File: config.mk
export PLATFORM = sky130hd
export DESIGN_NAME = servo_status_packet_receiver_flat
export DESIGN_NICKNAME = d
export VERILOG_FILES = /design/src/rtl/ssr_pkg.sv /design/src/rtl/ssr_if.sv /design/src/rtl/servo_status_packet_receiver.sv /design/src/rtl/ssr_core.sv /design/src/rtl/ssr_out_buf.sv /design/src/flat_wrapper.sv
export SDC_FILE = /design/constraint.sdc
export NUM_CORES = 1
export LEC_CHECK = 0
export ABC_AREA = 0
export BUFFER_PORTS_ARGS = -buffer_cell sky130_fd_sc_hd__buf_2
export CAP_MARGIN = 15
export CORE_UTILIZATION = 55
export CTS_CLUSTER_DIAMETER = 60
export DETAILED_ROUTE_END_ITERATION = 8
export PLACE_DENSITY = 0.75
export SETUP_SLACK_MARGIN = 0.5
export SYNTH_ARGS = -nofsm -noshare
export SYNTH_HDL_FRONTEND = slang
export SYNTH_SLANG_ARGS = --single-unit
File: constraint.sdc
create_clock -name clk -period 5.9 [get_ports clk]
set_input_delay 0.295 -clock clk [delete_from_list [all_inputs] [get_ports clk]]
set_output_delay 0.295 -clock clk [all_outputs]
set_load 0.01 [all_outputs]
File: src/rtl/ssr_pkg.sv
// Shared types and constants for the servo status packet receiver.
// No dependencies; every other file refers to it by scoped names.
package ssr_pkg;

	localparam int unsigned IDX_W   = 9;
	localparam int unsigned TICK_W  = 16;
	localparam int unsigned BYTE_W  = 8;

	localparam logic [TICK_W-1:0] TIMEOUT_RESET = 16'd1000;
	localparam logic [TICK_W-1:0] TICK_MAX      = 16'hFFFF;

	// command codes
	localparam logic [1:0] CMD_START = 2'd0;
	localparam logic [1:0] CMD_BYTE  = 2'd1;
	localparam logic [1:0] CMD_TICK  = 2'd2;

	// result kinds
	localparam logic [1:0] KIND_ACCEPT  = 2'd0;
	localparam logic [1:0] KIND_DONE    = 2'd1;
	localparam logic [1:0] KIND_TIMEOUT = 2'd2;

	// packet positions
	localparam logic [IDX_W-1:0] IDX_ID     = 9'd2;
	localparam logic [IDX_W-1:0] IDX_LENGTH = 9'd3;

	typedef struct packed {
		logic [1:0]        kind;
		logic [IDX_W-1:0]  byte_index;
		logic [BYTE_W-1:0] byte_out;
		logic              checksum_ok;
		logic [BYTE_W-1:0] length_byte;
	} res_t;

	// handshake from the core into the output buffer
	typedef struct packed {
		logic push;
	} buf_ctrl_t;

endpackage

File: src/rtl/ssr_if.sv
// Valid/ready channel interfaces for command words and result words.
// Depends on ssr_pkg for field widths.
interface ssr_cmd_if;
	logic                      valid;
	logic                      ready;
	logic [1:0]                command;
	logic [ssr_pkg::BYTE_W-1:0] byte_value;

	modport source (output valid, output command, output byte_value, input ready);
	modport sink   (input valid, input command, input byte_value, output ready);
endinterface

interface ssr_res_if;
	logic                       valid;
	logic                       ready;
	logic [1:0]                 kind;
	logic [ssr_pkg::IDX_W-1:0]  byte_index;
	logic [ssr_pkg::BYTE_W-1:0] byte_out;
	logic                       checksum_ok;
	logic [ssr_pkg::BYTE_W-1:0] length_byte;

	modport source (output valid, output kind, output byte_index, output byte_out,
		output checksum_ok, output length_byte, input ready);
	modport sink   (input valid, input kind, input byte_index, input byte_out,
		input checksum_ok, input length_byte, output ready);
endinterface

File: src/rtl/servo_status_packet_receiver.sv
// Servo bus status packet receiver: input register, packet core, output buffer.
// One command word per cycle while the output buffer has room; each result word
// passes from the input register via the packet core to the output register, or
// to the skid register while results stall. Throughput is set by the packet state
// update. arst_n clears all control state, limit back to 1000 ticks.
// Depends on ssr_pkg, ssr_if, ssr_core and ssr_out_buf.
module servo_status_packet_receiver (
	input  logic                       clk,
	input  logic                       arst_n,
	input  logic                       cfg_we,
	input  logic [ssr_pkg::TICK_W-1:0] cfg_wdata,
	ssr_cmd_if.sink                    item,
	ssr_res_if.source                  result
);

	logic                       valid_s1;
	logic [1:0]                 command_s1;
	logic [ssr_pkg::BYTE_W-1:0] byte_s1;
	logic                       full;
	logic                       push;
	logic                       accept;
	ssr_pkg::res_t              push_data;
	ssr_pkg::buf_ctrl_t         buf_ctrl;

	assign item.ready = !valid_s1 || !full;
	assign accept     = item.valid && item.ready;

	always_ff @(posedge clk or negedge arst_n) begin
		if (!arst_n) begin
			valid_s1 <= 1'b0;
		end else if (item.ready) begin
			valid_s1 <= item.valid;
		end
	end

	always_ff @(posedge clk) begin
		if (accept) begin
			command_s1 <= item.command;
			byte_s1    <= item.byte_value;
		end
	end

	ssr_core u_core (
		.clk        (clk),
		.arst_n     (arst_n),
		.cfg_we     (cfg_we),
		.cfg_wdata  (cfg_wdata),
		.valid_s1   (valid_s1),
		.command_s1 (command_s1),
		.byte_s1    (byte_s1),
		.full       (full),
		.push       (push),
		.push_data  (push_data)
	);

	always_comb begin
		buf_ctrl.push = push;
	end

	ssr_out_buf u_out_buf (
		.clk       (clk),
		.arst_n    (arst_n),
		.ctrl_in   (buf_ctrl),
		.full      (full),
		.push_data (push_data),
		.result    (result)
	);

endmodule

File: src/rtl/ssr_core.sv
// Packet state and result computation for one registered command word.
// Depends on ssr_pkg.
module ssr_core (
	input  logic                       clk,
	input  logic                       arst_n,
	input  logic                       cfg_we,
	input  logic [ssr_pkg::TICK_W-1:0] cfg_wdata,
	input  logic                       valid_s1,
	input  logic [1:0]                 command_s1,
	input  logic [ssr_pkg::BYTE_W-1:0] byte_s1,
	input  logic                       full,
	output logic                       push,
	output ssr_pkg::res_t              push_data
);

	logic [ssr_pkg::TICK_W-1:0] timeout_q;
	logic                       active_q;
	logic [ssr_pkg::IDX_W-1:0]  byte_count_q;
	logic [ssr_pkg::BYTE_W-1:0] length_q;
	logic [ssr_pkg::BYTE_W-1:0] sum_q;
	logic [ssr_pkg::TICK_W-1:0] idle_q;

	logic                       adv;
	logic                       is_byte;
	logic                       is_tick;
	logic [ssr_pkg::BYTE_W-1:0] sum_nx;
	logic [ssr_pkg::BYTE_W-1:0] len_nx;
	logic [ssr_pkg::BYTE_W-1:0] sum_chk;
	logic                       done;
	logic [ssr_pkg::TICK_W-1:0] idle_inc;
	logic                       timed_out;

	assign adv     = valid_s1 && !full;
	assign is_byte = active_q && (command_s1 == ssr_pkg::CMD_BYTE);
	assign is_tick = active_q && (command_s1 == ssr_pkg::CMD_TICK);

	always_comb begin
		sum_nx   = (byte_count_q >= ssr_pkg::IDX_ID) ? sum_q + byte_s1 : sum_q;
		len_nx   = (byte_count_q == ssr_pkg::IDX_LENGTH) ? byte_s1 : length_q;
		sum_chk  = sum_nx + 8'd1;
		done     = (byte_count_q >= ssr_pkg::IDX_LENGTH) &&
			(byte_count_q == ({1'b0, len_nx} + ssr_pkg::IDX_LENGTH));
		idle_inc = (idle_q == ssr_pkg::TICK_MAX) ? idle_q : idle_q + 16'd1;
		timed_out = (idle_inc >= timeout_q);
	end

	always_comb begin
		push      = adv && (is_byte || (is_tick && timed_out));
		push_data = '0;
		if (is_byte) begin
			push_data.kind          = done ? ssr_pkg::KIND_DONE : ssr_pkg::KIND_ACCEPT;
			push_data.byte_index    = byte_count_q;
			push_data.byte_out      = byte_s1;
			push_data.checksum_ok   = done && (sum_chk == 8'd0);
			push_data.length_byte   = len_nx;
		end else begin
			push_data.kind          = ssr_pkg::KIND_TIMEOUT;
			push_data.byte_index    = byte_count_q;
			push_data.length_byte   = length_q;
		end
	end

	always_ff @(posedge clk or negedge arst_n) begin
		if (!arst_n) begin
			timeout_q    <= ssr_pkg::TIMEOUT_RESET;
			active_q     <= 1'b0;
			byte_count_q <= '0;
			length_q     <= '0;
			sum_q        <= '0;
			idle_q       <= '0;
		end else begin
			if (cfg_we) begin
				timeout_q <= cfg_wdata;
			end
			if (adv) begin
				if (command_s1 == ssr_pkg::CMD_START) begin
					active_q     <= 1'b1;
					byte_count_q <= '0;
					length_q     <= '0;
					sum_q        <= '0;
					idle_q       <= '0;
				end else if (is_byte) begin
					idle_q   <= '0;
					sum_q    <= sum_nx;
					length_q <= len_nx;
					if (done) begin
						active_q <= 1'b0;
					end else begin
						byte_count_q <= byte_count_q + 9'd1;
					end
				end else if (is_tick) begin
					idle_q <= idle_inc;
					if (timed_out) begin
						active_q <= 1'b0;
					end
				end
			end
		end
	end

endmodule

File: src/rtl/ssr_out_buf.sv
// Two-word output buffer: result register plus skid register.
// Depends on ssr_pkg; drives the result channel.
module ssr_out_buf (
	input  logic               clk,
	input  logic               arst_n,
	input  ssr_pkg::buf_ctrl_t ctrl_in,
	output logic               full,
	input  ssr_pkg::res_t      push_data,
	ssr_res_if.source          result
);

	ssr_pkg::res_t out_q;
	ssr_pkg::res_t skid_q;
	logic          out_valid_q;
	logic          skid_valid_q;
	logic          load_out;

	// output register free or draining this cycle
	assign load_out = !out_valid_q || result.ready;
	assign full     = skid_valid_q;

	always_ff @(posedge clk or negedge arst_n) begin
		if (!arst_n) begin
			out_valid_q  <= 1'b0;
			skid_valid_q <= 1'b0;
		end else if (load_out) begin
			if (skid_valid_q) begin
				out_valid_q  <= 1'b1;
				skid_valid_q <= 1'b0;
			end else begin
				out_valid_q <= ctrl_in.push;
			end
		end else if (ctrl_in.push) begin
			skid_valid_q <= 1'b1;
		end
	end

	always_ff @(posedge clk) begin
		if (load_out) begin
			if (skid_valid_q) begin
				out_q <= skid_q;
			end else if (ctrl_in.push) begin
				out_q <= push_data;
			end
		end else if (ctrl_in.push) begin
			skid_q <= push_data;
		end
	end

	assign result.valid         = out_valid_q;
	assign result.kind          = out_q.kind;
	assign result.byte_index    = out_q.byte_index;
	assign result.byte_out      = out_q.byte_out;
	assign result.checksum_ok   = out_q.checksum_ok;
	assign result.length_byte   = out_q.length_byte;

endmodule

File: src/flat_wrapper.sv
// flat-port wrapper written by rule: the top's interface ports become plain ports
module servo_status_packet_receiver_flat 
  (clk, arst_n, cfg_we, cfg_wdata, item_valid, item_command, item_byte_value, item_ready, result_valid, result_kind, result_byte_index, result_byte_out, result_checksum_ok, result_length_byte, result_ready);
  ssr_cmd_if item_i ();
  ssr_res_if result_i ();
  input  logic clk;
  input  logic arst_n;
  input  logic cfg_we;
  input  logic [ssr_pkg::TICK_W-1:0] cfg_wdata;
  input wire logic [$bits(item_i.valid)-1:0] item_valid;
  input wire logic [$bits(item_i.command)-1:0] item_command;
  input wire logic [$bits(item_i.byte_value)-1:0] item_byte_value;
  output wire logic [$bits(item_i.ready)-1:0] item_ready;
  output wire logic [$bits(result_i.valid)-1:0] result_valid;
  output wire logic [$bits(result_i.kind)-1:0] result_kind;
  output wire logic [$bits(result_i.byte_index)-1:0] result_byte_index;
  output wire logic [$bits(result_i.byte_out)-1:0] result_byte_out;
  output wire logic [$bits(result_i.checksum_ok)-1:0] result_checksum_ok;
  output wire logic [$bits(result_i.length_byte)-1:0] result_length_byte;
  input wire logic [$bits(result_i.ready)-1:0] result_ready;
  assign item_i.valid = item_valid;
  assign item_i.command = item_command;
  assign item_i.byte_value = item_byte_value;
  assign item_ready = item_i.ready;
  assign result_valid = result_i.valid;
  assign result_kind = result_i.kind;
  assign result_byte_index = result_i.byte_index;
  assign result_byte_out = result_i.byte_out;
  assign result_checksum_ok = result_i.checksum_ok;
  assign result_length_byte = result_i.length_byte;
  assign result_i.ready = result_ready;
  servo_status_packet_receiver u_core (.clk(clk), .arst_n(arst_n), .cfg_we(cfg_we), .cfg_wdata(cfg_wdata), .item(item_i), .result(result_i));
endmodule
==> impl_metrics.tcl <==
set metrics [dict create \
    synthArstFlopShare_pct 48.0 \
    yosysUniqueCellTypes 69 \
    regToRegSetupSlack_ps 1260 \
    wl_per_cell_um 17.9 \
    multiInputGateArea_um2 2990 \
    rsz0062_at_grt "false" \
    numPortBuffers 60 \
    yosys-top-cells-count "70 x nand2_1, 66 x edfxtp_1, 55 x dfrtp_1" \
    clock_path_buffers 2 \
    final.fill_count 895 \
    synth_top_area_cell "edfxtp_1" \
    end_kind "flop" \
    cp_max_fo 28 \
    wl_met3_um 939 \
    grt_overflow 0 \
    clkTransAtPathRegs_ps 50 \
    grt_pass1_vias 5053 \
    r2r-end "u_core.u_out_buf.result.byte_out[5]" \
    cts.repair.resized 0 \
    seqCellArea_um2 3520 \
    drive_above_1_share_pct 22.1 \
    numCtsBuffers 17 \
    wl_met2_um 6820 \
    hold_class "in2async" \
    grt_usage_pct 25.4 \
    required_ps 6040 \
    p_int_mw 1.83 \
    tightest_slew_ps 943 \
    cts_setup_buffers 0 \
    power.leakage_nw 3.28 \
    crit_end "u_core.u_out_buf.result.byte_out[5]" \
    fin_crit_ps 4640 \
    maxCapViolCount 0 \
    cts_root_buffer "clkbuf_16" \
    relSlewSlack_pct 36.9 \
    crit_start "u_core.u_core.idle_q[3]" \
    swShare_pct 26.3 \
    power_switching_mw 0.655 \
    synth_seq_cells 127 \
    syn-num-nets 658 \
    dieArea_um2 12700 \
    fin_nets 718 \
    insertion_delay_ps 420 \
    yosysSeqAreaShare_pct 52.3 \
    yosys-top-cells-area "edfxtp_1 29%, dfrtp_1 20%, mux2_2 4.9%, ha_1 4.8%, nand2_1 3.9%" \
    reg2reg_from "u_core.u_core.idle_q[3]" \
    cp-start-kind "flop" \
    h-tree-depth 4 \
    clkSinkCount 127 \
    coreArea_um2 12000 \
    totalWireLength_um 14700 \
    netlist_area_um2 6720 \
    final_cell_area_um2 7730 \
    hpwl_um 10300 \
    grt_max_degree 62 \
    placed_area_um2 7130 \
    instances_no_fill 820 \
    pin_count 61 \
    comb_power_share_pct 15.4 \
    tns_ps 0 \
    dr.pass1.iters 5 \
    remaining_drc_errors 0 \
    outcome "completed" \
    synthCells 600 \
    hold_viol 0 \
    syn_avg_cell_area_um2 11.2 \
    total_power_mw 2.49 \
    place_congestion 0.819 \
    synth_top_area_share_pct 29.5 \
    drt-met1-wl_um 6690 \
    die_x_um 113 \
    cellPowerDensity_nw_per_um2 322 \
    routed.top_layer "met4" \
    row_count 40 \
    cts_tree "built" \
    synth_edf_count 66 \
    pwr-share-clk_pct 41.6 \
    grt_pass1_wl_um 24800 \
    vias 5002 \
    seq_power_share_pct 42.9 \
    postRouteAntennaNets 0 \
    drt_iter0_markers 415 \
    via_per_inst 6.10 \
    synthFlopType "edfxtp_1" \
    skew_ps 6.37 \
    drv_slew 0 \
    fmax_mhz 216 \
    start_util_pct 56.2 \
    cts_hold_buf 0 \
    die_y_um 113 \
    finalCritPeriodShare_pct 78.6 \
    setup_violations 0 \
    dp.cells 787 \
    ir_drop_mv 0.159 \
    worst_ep_arrival_time_ps 4780 \
    syn2layout_area_growth_pct 14.9 \
    ys.warnings.count 0 \
    yosysMostFrequentCell "nand2_1" \
    path_class "reg2reg" \
    antenna_found_initial 0 \
    reg2reg_depth 15 \
    antenna_cells 0 \
]
-- per-layer routing --
layer / GRT usage [%] / vias to the layer above
met2: 39.7 / 184
met5: 0 / -
li1: - / 2360
met4: 9.87 / 0
met1: 34.0 / 2440
met3: 6.91 / 18
-- power groups by stage --
| stage | clock network, mW | registers (mW) | logic, mW |
|---|---|---|---|
| global placement | 0 | 1.08 | 0.356 |
| finish | 1.04 | 1.07 | 0.384 |
| global route | 1.09 | 1.08 | 0.428 |
| floorplan | 0 | 1.05 | 0.302 |
| CTS | 1.05 | 1.07 | 0.378 |
| detailed placement | 0 | 1.08 | 0.375 |
-- layout by cell type, fill, tap and decap left out, drive strengths merged, types with 4 or more instances in the layout --
master	Yosys	layout
a21o	8	8
a21oi	9	9
a22o	10	10
a32o	12	12
and2	12	12
and3	9	9
buf	9	67
clkbuf	17	25
clkinv	1	6
dfrtp	55	55
dfstp	6	6
edfxtp	66	66
ha	26	26
inv	26	26
mux2	30	30
mux2i	7	7
nand2	71	71
nand2b	7	7
nand3	17	17
nand4	12	12
nor2	33	33
nor2b	5	5
nor3	12	12
nor4	4	4
nor4b	4	4
o211a	4	4
o211ai	9	9
o21ai	44	44
o31ai	8	8
or3	5	5
or4	5	5
xnor2	9	9
xor2	11	11
-- worst max-delay path, cell delays in order, from the launching register on --
cell and delay (ps):
dfrtp_1 470, nand4_1 250, nor4_1 540, and3_1 450, nor3_1 170, nand3_1 160, xnor2_1 130, ha_1 260
a21o_1 180, a21o_1 170, a2111oi_0 430, o211a_1 230, o21ai_0 150, a41oi_1 400, nor2b_2 80, buf_4 250
-- sequential cells by signal, indices dropped and copies added (netlist names), 9 cells and up --
signal / flops
u_core.u_core.byte_count_q: 9
u_core.u_core.idle_q: 16
u_core.u_core.timeout_q: 16
u_core.u_out_buf.result.byte_index: 9
u_core.u_out_buf.skid_q: 28
-- kinds of logic after synthesis --
| group | count (synthesis) | share of synthesized area [%] |
|---|---|---|
| AOI/OAI and AO/OA | 133 | 14.3 |
| xor gates and xnor gates | 20 | 2.61 |
| adders and majority gates | 27 | 5.14 |
| buffers and inverters | 53 | 3.48 |
| DFF | 127 | 52.3 |
| muxes | 38 | 6.59 |
| and+or+nand+nor | 202 | 15.6 |
-- through the flow --
step,hold slack (ps),util [%],worst slack (ps)
2_1_floorplan,-0.591,-,1080
3_3_place_gp,472,59.6,1590
3_5_place_dp,473,59.6,1300
4_1_cts,36.1,64.6,1260
5_1_grt,30.0,64.6,853
6_report,46.2,64.6,1260
-- how the worst min path moves through the flow --
stage / startpoint / end / slack, ps
final: arst_n / u_core.u_core.timeout_q[15] / 50
after global routing: item_byte_value[4] / u_core.byte_s1[4] / 30
after CTS: item_byte_value[4] / u_core.byte_s1[4] / 40
after detailed placement: item_byte_value[4] / u_core.byte_s1[4] / 470
after global placement: item_byte_value[7] / u_core.byte_s1[7] / 470
after floorplan: arst_n / u_core.u_core.active_q / -0.6
-- cell type report --
cell class	instances	share of cell area, %
Clock buffer	25	6.56
Clock inverter	7	1.07
Inverter	27	1.31
Multi-Input combinational cell	420	38.6
Sequential cell	127	45.5
Tap cell	147	2.38
Timing Repair Buffer	67	4.53
(Power assumes the default switching activity.)
